--- src/sv/siet_pkg.sv ---
// ----------------------------------------------------------------------------
// siet_pkg: shared definitions of the sorted insertion event table
// Table depth, field widths, limits of the date and time fields, result kinds
// and the records that pass between the table sequencer and the output stage.
// ----------------------------------------------------------------------------
`default_nettype none

package siet_pkg;

    localparam int DEPTH = 32;
    localparam int IDX_W = (DEPTH > 1) ? $clog2(DEPTH) : 1;
    localparam int CNT_W = $clog2(DEPTH + 1);

    localparam int IN_TDATA_W  = 64;
    localparam int OUT_TDATA_W = 56;
    localparam int KIND_W      = 3;

    localparam logic [6:0] MONTH_DUMP = 7'd0;
    localparam logic [6:0] MONTH_MAX  = 7'd12;
    localparam logic [6:0] DAY_MAX    = 7'd31;
    localparam logic [6:0] HOUR_MAX   = 7'd23;
    localparam logic [6:0] MINUTE_MAX = 7'd59;

    typedef logic [IDX_W-1:0] t_idx;
    typedef logic [CNT_W-1:0] t_cnt;

    typedef enum logic [KIND_W-1:0] {
        KIND_STORED   = 3'd0,
        KIND_BAD_DATE = 3'd1,
        KIND_BAD_TIME = 3'd2,
        KIND_ENTRY    = 3'd3,
        KIND_END      = 3'd4
    } t_kind;

    typedef struct packed {
        logic [6:0]  month;
        logic [6:0]  day;
        logic [6:0]  hour;
        logic [6:0]  minute;
        logic [31:0] payload;
    } t_in_item;

    // Month in the top bits, so the packed key orders by date and then time.
    typedef struct packed {
        logic [3:0] month;
        logic [4:0] day;
        logic [4:0] hour;
        logic [5:0] minute;
    } t_key;

    typedef struct packed {
        t_key        key;
        logic [31:0] payload;
    } t_entry;

    typedef struct packed {
        logic   valid;
        t_kind  kind;
        t_entry entry;
        logic   last;
    } t_beat;

endpackage

`default_nettype wire

--- src/sv/siet_table.sv ---
// ----------------------------------------------------------------------------
// siet_table: entry memory and insert/dump sequencer
// Holds the sorted entries in a synchronous memory. An insert sweeps down from
// the top entry, moving each larger or equal entry up by one until the slot of
// the new entry is found. A dump reads the entries in order and hands one beat
// per entry to the output stage, followed by the end marker.
// ----------------------------------------------------------------------------
`default_nettype none

module siet_table (
    input  wire logic              i_clk,
    input  wire logic              i_rst_n,
    input  wire logic              i_valid,
    output logic                   o_ready,
    input  wire siet_pkg::t_in_item i_item,
    input  wire logic              i_out_free,
    output siet_pkg::t_beat        o_beat
);

    typedef enum logic [2:0] {
        S_IDLE,
        S_IREAD,
        S_ICMP,
        S_STORED,
        S_DREAD,
        S_DWAIT,
        S_DEND,
        S_EMIT1
    } t_state;

    t_state           r_state, n_state;
    siet_pkg::t_cnt   r_count, n_count;
    siet_pkg::t_idx   r_j, n_j;
    siet_pkg::t_idx   r_idx, n_idx;
    siet_pkg::t_entry r_new, n_new;
    siet_pkg::t_kind  r_kind, n_kind;

    siet_pkg::t_entry r_mem [siet_pkg::DEPTH];
    siet_pkg::t_entry r_rdata;
    logic             mem_we;
    siet_pkg::t_idx   mem_waddr;
    siet_pkg::t_entry mem_wdata;
    logic             mem_re;
    siet_pkg::t_idx   mem_raddr;

    always_ff @(posedge i_clk) begin
        if (mem_we) begin
            r_mem[mem_waddr] <= mem_wdata;
        end
        if (mem_re) begin
            r_rdata <= r_mem[mem_raddr];
        end
    end

    always_comb begin
        n_state   = r_state;
        n_count   = r_count;
        n_j       = r_j;
        n_idx     = r_idx;
        n_new     = r_new;
        n_kind    = r_kind;
        o_ready   = 1'b0;
        o_beat    = '0;
        mem_we    = 1'b0;
        mem_waddr = r_j;
        mem_wdata = r_new;
        mem_re    = 1'b0;
        mem_raddr = r_idx;
        case (r_state)
            S_IDLE: begin
                o_ready = 1'b1;
                if (i_valid) begin
                    n_new.key.month  = i_item.month[3:0];
                    n_new.key.day    = i_item.day[4:0];
                    n_new.key.hour   = i_item.hour[4:0];
                    n_new.key.minute = i_item.minute[5:0];
                    n_new.payload    = i_item.payload;
                    if (i_item.month == siet_pkg::MONTH_DUMP) begin
                        n_idx   = '0;
                        n_state = (r_count == '0) ? S_DEND : S_DREAD;
                    end else if (i_item.month > siet_pkg::MONTH_MAX ||
                                 i_item.day > siet_pkg::DAY_MAX) begin
                        n_kind  = siet_pkg::KIND_BAD_DATE;
                        n_state = S_EMIT1;
                    end else if (i_item.hour > siet_pkg::HOUR_MAX ||
                                 i_item.minute > siet_pkg::MINUTE_MAX) begin
                        n_kind  = siet_pkg::KIND_BAD_TIME;
                        n_state = S_EMIT1;
                    end else begin
                        n_j     = r_count[siet_pkg::IDX_W-1:0];
                        n_state = S_IREAD;
                    end
                end
            end
            S_IREAD: begin
                if (r_j == '0) begin
                    mem_we    = 1'b1;
                    mem_waddr = '0;
                    mem_wdata = r_new;
                    n_count   = r_count + siet_pkg::t_cnt'(1);
                    n_state   = S_STORED;
                end else begin
                    mem_re    = 1'b1;
                    mem_raddr = r_j - siet_pkg::t_idx'(1);
                    n_state   = S_ICMP;
                end
            end
            S_ICMP: begin
                mem_we    = 1'b1;
                mem_waddr = r_j;
                if (r_rdata.key >= r_new.key) begin
                    mem_wdata = r_rdata;
                    n_j       = r_j - siet_pkg::t_idx'(1);
                    n_state   = S_IREAD;
                end else begin
                    mem_wdata = r_new;
                    n_count   = r_count + siet_pkg::t_cnt'(1);
                    n_state   = S_STORED;
                end
            end
            S_STORED: begin
                if (i_out_free) begin
                    o_beat.valid = 1'b1;
                    o_beat.kind  = siet_pkg::KIND_STORED;
                    if (r_count == siet_pkg::t_cnt'(siet_pkg::DEPTH)) begin
                        o_beat.last = 1'b0;
                        n_idx       = '0;
                        n_state     = S_DREAD;
                    end else begin
                        o_beat.last = 1'b1;
                        n_state     = S_IDLE;
                    end
                end
            end
            S_DREAD: begin
                mem_re    = 1'b1;
                mem_raddr = r_idx;
                n_state   = S_DWAIT;
            end
            S_DWAIT: begin
                if (i_out_free) begin
                    o_beat.valid = 1'b1;
                    o_beat.kind  = siet_pkg::KIND_ENTRY;
                    o_beat.entry = r_rdata;
                    n_idx        = r_idx + siet_pkg::t_idx'(1);
                    if (siet_pkg::t_cnt'(r_idx) + siet_pkg::t_cnt'(1) == r_count) begin
                        n_state = S_DEND;
                    end else begin
                        n_state = S_DREAD;
                    end
                end
            end
            S_DEND: begin
                if (i_out_free) begin
                    o_beat.valid = 1'b1;
                    o_beat.kind  = siet_pkg::KIND_END;
                    o_beat.last  = 1'b1;
                    n_count      = '0;
                    n_state      = S_IDLE;
                end
            end
            S_EMIT1: begin
                if (i_out_free) begin
                    o_beat.valid = 1'b1;
                    o_beat.kind  = r_kind;
                    o_beat.last  = 1'b1;
                    n_state      = S_IDLE;
                end
            end
            default: begin
                n_state = S_IDLE;
            end
        endcase
    end

    always_ff @(posedge i_clk) begin
        if (!i_rst_n) begin
            r_state <= S_IDLE;
            r_count <= '0;
        end else begin
            r_state <= n_state;
            r_count <= n_count;
        end
        r_j    <= n_j;
        r_idx  <= n_idx;
        r_new  <= n_new;
        r_kind <= n_kind;
    end

    a_count_below_depth: assert property (@(posedge i_clk) disable iff (!i_rst_n)
        r_state == S_IDLE |-> r_count < siet_pkg::t_cnt'(siet_pkg::DEPTH))
        else $error("Entry count reached the depth while idle.");

    a_write_in_insert: assert property (@(posedge i_clk) disable iff (!i_rst_n)
        mem_we |-> (r_state == S_IREAD || r_state == S_ICMP))
        else $error("Memory written outside an insert sweep.");

    a_beat_needs_room: assert property (@(posedge i_clk) disable iff (!i_rst_n)
        o_beat.valid |-> i_out_free)
        else $error("Beat issued while the output stage was full.");

    a_one_item_at_a_time: assert property (@(posedge i_clk) disable iff (!i_rst_n)
        i_valid && o_ready |=> !o_ready)
        else $error("Second item taken before the first was finished.");

endmodule

`default_nettype wire

--- src/sv/siet_obuf.sv ---
// ----------------------------------------------------------------------------
// siet_obuf: output register
// Holds one result beat for the output stream and packs it onto the bus, so
// the sequencer can move on while the beat waits to be taken.
// ----------------------------------------------------------------------------
`default_nettype none

module siet_obuf (
    input  wire logic                                  i_clk,
    input  wire logic                                  i_rst_n,
    input  wire siet_pkg::t_beat                       i_beat,
    output logic                                       o_free,
    output logic                                       o_tvalid,
    input  wire logic                                  i_tready,
    output logic [siet_pkg::OUT_TDATA_W-1:0]           o_tdata,
    output logic [siet_pkg::KIND_W-1:0]                o_tuser,
    output logic                                       o_tlast
);

    logic            r_valid;
    siet_pkg::t_beat r_beat;

    assign o_free = !r_valid || i_tready;

    always_ff @(posedge i_clk) begin
        if (!i_rst_n) begin
            r_valid <= 1'b0;
        end else if (i_beat.valid) begin
            r_valid <= 1'b1;
        end else if (i_tready) begin
            r_valid <= 1'b0;
        end
        if (i_beat.valid) begin
            r_beat <= i_beat;
        end
    end

    assign o_tvalid = r_valid;
    assign o_tuser  = r_beat.kind;
    assign o_tlast  = r_beat.last;
    assign o_tdata  = {4'b0000,
                       r_beat.entry.payload,
                       r_beat.entry.key.minute,
                       r_beat.entry.key.hour,
                       r_beat.entry.key.day,
                       r_beat.entry.key.month};

endmodule

`default_nettype wire

--- src/sv/sorted_insertion_event_table_top.sv ---
// ----------------------------------------------------------------------------
// sorted_insertion_event_table_top: time-sorted event table
// Each input beat carries a date, a time and a payload tag; valid entries are
// kept in a memory sorted by time, a new entry ahead of equal keys. Month 0,
// or the insert that fills the table, lists every entry in order, then an end
// marker, and empties the table. One item is handled at a time and the
// memory's single read port sets the pace: an insert reads and moves each
// entry at or after its place in turn, and a dump reads the entries one by
// one. Stalls on the output stream hold the sequencer back. The last result
// beat is held in an output register, so the next item is taken while it waits.
// ----------------------------------------------------------------------------
`default_nettype none

module sorted_insertion_event_table_top (
    input  wire logic                              i_clk,
    input  wire logic                              i_rst_n,
    input  wire logic                              s_axis_tvalid,
    output logic                                   s_axis_tready,
    // month [6:0], day [13:7], hour [20:14], minute [27:21], payload [59:28]
    input  wire logic [siet_pkg::IN_TDATA_W-1:0]   s_axis_tdata,
    output logic                                   m_axis_tvalid,
    input  wire logic                              m_axis_tready,
    // entry_month [3:0], entry_day [8:4], entry_hour [13:9],
    // entry_minute [19:14], entry_payload [51:20]
    output logic [siet_pkg::OUT_TDATA_W-1:0]       m_axis_tdata,
    // kind [2:0]
    output logic [siet_pkg::KIND_W-1:0]            m_axis_tuser,
    output logic                                   m_axis_tlast
);

    siet_pkg::t_in_item in_item;
    siet_pkg::t_beat    beat;
    logic               out_free;

    assign in_item.month   = s_axis_tdata[6:0];
    assign in_item.day     = s_axis_tdata[13:7];
    assign in_item.hour    = s_axis_tdata[20:14];
    assign in_item.minute  = s_axis_tdata[27:21];
    assign in_item.payload = s_axis_tdata[59:28];

    siet_table u_table (
        .i_clk      (i_clk),
        .i_rst_n    (i_rst_n),
        .i_valid    (s_axis_tvalid),
        .o_ready    (s_axis_tready),
        .i_item     (in_item),
        .i_out_free (out_free),
        .o_beat     (beat)
    );

    siet_obuf u_obuf (
        .i_clk    (i_clk),
        .i_rst_n  (i_rst_n),
        .i_beat   (beat),
        .o_free   (out_free),
        .o_tvalid (m_axis_tvalid),
        .i_tready (m_axis_tready),
        .o_tdata  (m_axis_tdata),
        .o_tuser  (m_axis_tuser),
        .o_tlast  (m_axis_tlast)
    );

endmodule

`default_nettype wire

--- config.mk ---
export PLATFORM = sky130hd
export DESIGN_NAME = sorted_insertion_event_table_top
export DESIGN_NICKNAME = d
export VERILOG_FILES = /design/src/sv/siet_pkg.sv /design/src/sv/siet_table.sv /design/src/sv/siet_obuf.sv /design/src/sv/sorted_insertion_event_table_top.sv
export SDC_FILE = /design/constraint.sdc
export NUM_CORES = 2
export LEC_CHECK = 0
export ABC_AREA = 0
export BUFFER_PORTS_ARGS = -buffer_cell sky130_fd_sc_hd__buf_2
export CAP_MARGIN = 20
export CORE_ASPECT_RATIO = 1.2
export CORE_MARGIN = 2
export CORE_UTILIZATION = 52
export DETAILED_ROUTE_END_ITERATION = 7
export PLACE_DENSITY = 0.78
export SLEW_MARGIN = 10
export SYNTH_ARGS = -nofsm -noshare
export SYNTH_HDL_FRONTEND = slang
export SYNTH_SLANG_ARGS = --single-unit
export TNS_END_PERCENT = 20
--- constraint.sdc ---
create_clock -name i_clk -period 7.1 [get_ports i_clk]
set_input_delay 2.13 -clock i_clk [delete_from_list [all_inputs] [get_ports i_clk]]
set_output_delay 2.13 -clock i_clk [all_outputs]
set_load 0.05 [all_outputs]
# After elaboration in Yosys (flattened, before gate mapping)
# Memories as Yosys holds them, arrays and structs flattened. A register that Yosys moved wholly into a read port is not among the register bits.
# Index checks and enable logic that the tools add are counted.
classes:
  n_reduce_logical: 21
  addsub: 4
  div: 0
  bitwise: 1
  n_eq_ne: 22
  shift: 0
  magnitude_cmp: 5
  muxes: 54
  mul: 0
ops:
  columns: ["operator", "n"]
  rows:
  - ["$mux 52", 2]
  - ["$mux 5", 14]
  - ["$mux 56", 1]
  - ["$mux 3", 8]
  - ["$pmux 3 s7", 1]
  - ["$ge 20x20->1", 1]
  - ["$mux 6", 3]
  - ["$pmux 6 s3", 1]
  - ["$ne 2x2->1 const B", 8]
  - ["$pmux 4 s4", 1]
  - ["$pmux 5 s3", 1]
  - ["$gt 7x5->1 const B", 2]
  - ["$eq 3x3->1 const B", 4]
  - ["$mux 4", 3]
  - ["$reduce_and 4->1", 3]
  - ["$reduce_and 6->1", 2]
  - ["$mux 1", 11]
  - ["$ne 2x1->1 const B", 5]
  - ["$pmux 5 s2", 1]
  - ["$mux 2", 4]
  - ["$gt 7x4->1 const B", 1]
  - ["$gt 7x6->1 const B", 1]
  - ["$logic_not 7->1", 1]
  - ["$add 5x1->6 const B", 1]
  - ["18 further kinds", 27]
word_totals:
  rom_bits: 0
  latchBits: 0
  ramBits: 1664
  mem_count: 1
  regBits: 130
mem_list:
  columns: ["name", "words", "width", "read_ports", "rd_clocked_by_memory_dff", "write_ports", "line", "source"]
  rows:
  - ["u_table.r_mem", 32, 52, 1, 1, 1, "siet_table.sv:38", "siet_pkg::t_entry r_mem [siet_pkg::DEPTH];"]

# Logic depth before layout (Yosys ltp)
depth:
  ltp_word: 7
  ltp_mapped: 14

# Cells and area by module
# Synthesis repeated with hierarchy kept, for this count alone.
unflattened:
  hier_cells: 4863
  hier_area_um2: 72147.9
modules_own_cells:
  columns: ["mod", "seq_area_each_um2", "area_per_inst_um2", "n_inst", "cells_each"]
  rows:
  - ["siet_table", 53631.4, 70383.8, 1, 4798]
  - ["siet_obuf", 1701.6, 1764.2, 1, 65]

# Worst setup path before layout
# Ideal clock, no wire load.
synth_timing:
  path_type: "input-to-reg"
  startpoint: "input m_axis_tready"
  endpoint: "register u_obuf.r_beat (netlist bit u_obuf.o_tdata[0]) (enable)"
  arrival_time_ps: 4981
  setup_ps: 490
  path_stages: 2
  t_required_ps: 6610
  path_slack_ps: 1630
  path_cell_list: "nor2b_1 -> a21oi_1"
synth_rtl:
  columns: ["element", "line", "source"]
  rows:
  - ["start: declaration", "sorted_insertion_event_table_top.sv:22", "input wire logic m_axis_tready,"]
  - ["end signal: assignment", "siet_obuf.sv:34", "r_beat <= i_beat;"]
  - ["end: declaration", "siet_obuf.sv:21", "siet_pkg::t_beat r_beat;"]

# Worst setup path in the final report
layout_timing:
  startpoint: "register u_table.r_j[0]"
  endpoint: "register, netlist name u_table.r_rdata[27]"
layout_via:
  elab_chain_cells: 3
layout_lines:
  columns: ["element", "line", "source"]
  rows:
  - ["start: declaration", "siet_table.sv:33", "siet_pkg::t_idx r_j, n_j;"]
  - ["start signal: assignment", "siet_table.sv:184", "r_j <= n_j;"]
  - ["$sub 5x1->5 / $logic_not 5->1 (equally long branches)", "siet_table.sv:104, siet_table.sv:96", null]
  - ["$mux 5 / $mux 1 (equally long branches)", "siet_table.sv:96", "if (r_j == '0) begin"]
  - ["$mux 5 / $pmux 1 s2 (equally long branches)", "siet_table.sv:69", "case (r_state)"]
# Several ways; a longest one is shown, not always the timed one.
# A chain may end at the register's enable or synchronous reset.

==> impl_results.md <==
* Status: complete, no violations
* Max Clk Rate at 195.3 MHz
* Tmin final at 5.122 ns
* Synth area leaders: edfxtp_1 76%, mux2i_1 7.2%, nand2_1 4.5%
* DRT Wirelength at 178100 um
* Internal power at 20.77 mW
* Nets at 4843
* Initial antenna violation count at 4
* Area delta synth->final at 10.75%
* Die H at 413.5 um
* Top_reg_cell synth: edfxtp_1
* Hold path depth at 1
* Min-delay worst type: reg -> reg
* Num Clock Sinks at 1846
* Worst EP required at 7.68 ns
* CTS tree: done
* Final setup fails at 0
* Final Hold Viols at 0
* Sequential-to-total area share from yosys stat at 76.15%
* H-Tree Depth at 4
* Register bit total from synthesis at 1846
* Setup Buffers After CTS at 0
* Psw at 10.20 mW
* Core area at 0.1391 mm2
* Multi-input gate area at 0.01620 mm2
* Cell Pwr Density at 384.9 mW/mm2
* CTS resizes at 0
* Most frequent cells in the layout: 1836 x edfxtp_1, 861 x nand2_1, 520 x mux2i_1, 436 x nand3_1, 168 x clkbuf_16
* Worst-skew pair later-pin latency at 0.81 ns
* Switching Fraction at 32.93%
* Avg Cell Area, Syn at 15.59 um2
* Max clock buf depth at 3
* Clock slew at reported path FFs at 0.06 ns
* Critical-path maximum fanout at 205
* Worst Max-Slew Pin Slew at 1.197 ns
* Synth warnings at 0
* Fill count at 9905
* CTS buffer count at 163
* Iter 0 DRT Violations at 5523
* Vias at 41807
* Startpoint Class: flop
* CP Class: reg -> reg
* Area leader, netlist: edfxtp_1
* Placed instance area at 0.07536 mm2
* Detail Route Antenna Nets at 0
* Commonest non-fill, non-tap cell in the layout: edfxtp_1
* R2R Path Start: u_table.r_j[0]
* Slew Viols, Final at 0
* Worst clock skew at 0.03003 ns
* Total Neg Setup Slack at 0 ns
* Reg2Reg Depth at 12
* Share of the synthesized area in the top cell type at 75.87%
* Number of synthesized flops with an enable pin at 1836
* Setup slack, reg-to-reg at 1.98 ns
* Clk pwr share at 27.5%
* FF/Latch Area at 0.05533 mm2
* Ys async rst share at 0%
* GRT overflow at 0
* Hold_buf cts at 0
* Pin count of the biggest net entering global routing at 206
* Fin area at 0.08048 mm2
* Netlist Area Pre-Place at 0.07266 mm2
* Comb pwr share at 27.2%
* Cells after Synth at 4662
* First-pass GRT wire length at 258400 um
* Final period util at 72.13%
* Pleak at 27.74 nW
* Netlist cell types at 63
* First-pass DRT Iterations at 7
* I/O Buffers at 121
* Unrepaired setup endpoints after global routing: no
* R2R Path End: u_table.r_rdata[27]
* Hold Path Sink: u_obuf.o_tdata[28]
* DIE WIDTH at 345.2 um
* Via/cell ratio at 6.226
* Max-capacitance violation count at 0
* Vias in the first global route at 40871
* Fraction of layout cells with a size suffix above 1 at 11.08%
* Die ar. at 0.1428 mm2
* Worst setup EP type: flop
* Sequential power share at 45.3%
* Gpl congestion at 0.8123
* Initial core utilization at 52.25%
* GRT Overall Usage at 24.46%
* Post-DP HPWL at 89630 um
* Slew HR at 20.18%
* WP data arrival at 5.70 ns
* Cell row count at 150
* IO Pins at 130
* DRC violations left at 0
* Clock tree root driver cell: clkbuf_16
* Hold Startpoint: u_table.r_rdata[8]
* WL/cell at 26.53 um
* VDD IR max at 329.1 uV
==> cell families after synthesis <==
family	count (synthesis)	synth area share [%]
buffers and inverters	323	2.140
flip-flops	1846	76.15
other	1	0.005161
multiplexers	573	7.984
XOR/XNOR	9	0.1085
adder cells (fa/ha/maj)	24	0.4133
AO/OA/AOI/OAI	430	4.563
AND/OR/NAND/NOR	1456	8.635
==> worst max path at each step <==
stage | endpoint | from | slack (ns)
after floorplan | u_obuf.o_tdata[0] | m_axis_tready | 1.63
after global placement | u_table.r_rdata[29] | u_table.r_j[0] | 2.26
after detailed placement | u_table.r_rdata[29] | u_table.r_j[0] | 2.11
after CTS | u_table.r_rdata[29] | u_table.r_j[0] | 2.09
after global routing | u_table.r_rdata[29] | u_table.r_j[0] | 1.77
final | u_table.r_rdata[27] | u_table.r_j[0] | 1.98
==> synthesized netlist by cell type, types with 5 or more instances <==
master	count
a21o_1	7
a21oi_1	15
a22oi_1	52
a31oi_1	106
a32oi_1	104
and2_1	53
buf_2	103
buf_4	43
buf_6	7
clkbuf_1	130
dfxtp_1	10
edfxtp_1	1836
ha_1	24
inv_1	37
mux2_2	53
mux2i_1	520
nand2_1	864
nand2b_1	5
nand3_1	436
nand4_1	10
nor2_1	58
nor3_1	8
o21ai_0	11
o221ai_1	104
xnor2_1	5
==> worst max-delay path: stages, from the launching register on <==
cell	delay, ns
edfxtp_1	0.61
inv_1	0.16
ha_1	0.32
or3b_1	0.24
o211ai_1	0.17
o21ai_4	0.14
buf_12	0.77
buf_4	0.81
buf_4	0.71
nand2_1	0.14
nand3_1	0.13
a32oi_1	0.12
a22oi_1	0.37
==> registers in the layout, indices dropped and copies added, names as in the netlist <==
name / flops
u_table.r_rdata: 52
u_table.r_count: 6
u_obuf.o_tdata: 52
u_obuf.o_tvalid: 1
u_table.r_new: 52
u_obuf.o_tlast: 1
u_obuf.o_tuser: 3
u_table.r_idx: 5
u_table.r_state: 3
u_table.r_mem: 1664
u_table.r_j: 5
u_table.r_kind: 2
==> power by group through the flow <==
stage	Combinational, mW	Sequential (mW)	Clock, mW
floorplan	5.51	14.5	0
global placement	8.07	14.2	0
detailed placement	8.32	14.2	0
CTS	8.37	14.0	8.57
global route	8.99	14.1	8.99
finish	8.44	14.0	8.52
==> stage by stage <==
stage | instances | util [%] | setup slack [ns] | total power, mW | hold WS, ns
after floorplan | 4665 | - | 1.630 | 20.02 | 0.5201
after global placement | 6409 | 54.19 | 2.256 | 22.30 | 0.5268
after global routing | 6715 | 57.87 | 1.772 | 32.04 | 0.5674
after CTS | 6713 | 57.85 | 2.092 | 30.96 | 0.5454
final | 6715 | 57.87 | 1.978 | 30.98 | 0.5449
after detailed placement | 6409 | 54.19 | 2.108 | 22.55 | 0.5315
==> area by class of cell <==
type | instances | share of cell area (%)
antenna | 1 | 0.003110
clock inverter | 91 | 0.8940
clock buffer | 213 | 5.434
tap | 1824 | 2.836
timing repair buffer | 207 | 1.772
multi-input combinational | 2496 | 20.13
sequential | 1846 | 68.76
inverter | 37 | 0.1726
==> layer usage <==
layer / global-route usage, % / vias up / share of wire (%)
li1: - / 18061 / -
met1: 30.12 / 20777 / 36
met2: 42.43 / 2457 / 50
met3: 3.956 / 510 / 9.1
met4: 11.78 / 2 / 4.8
met5: 0 / - / 0.0062
Note: power is estimated with default switching activity, not from simulation.
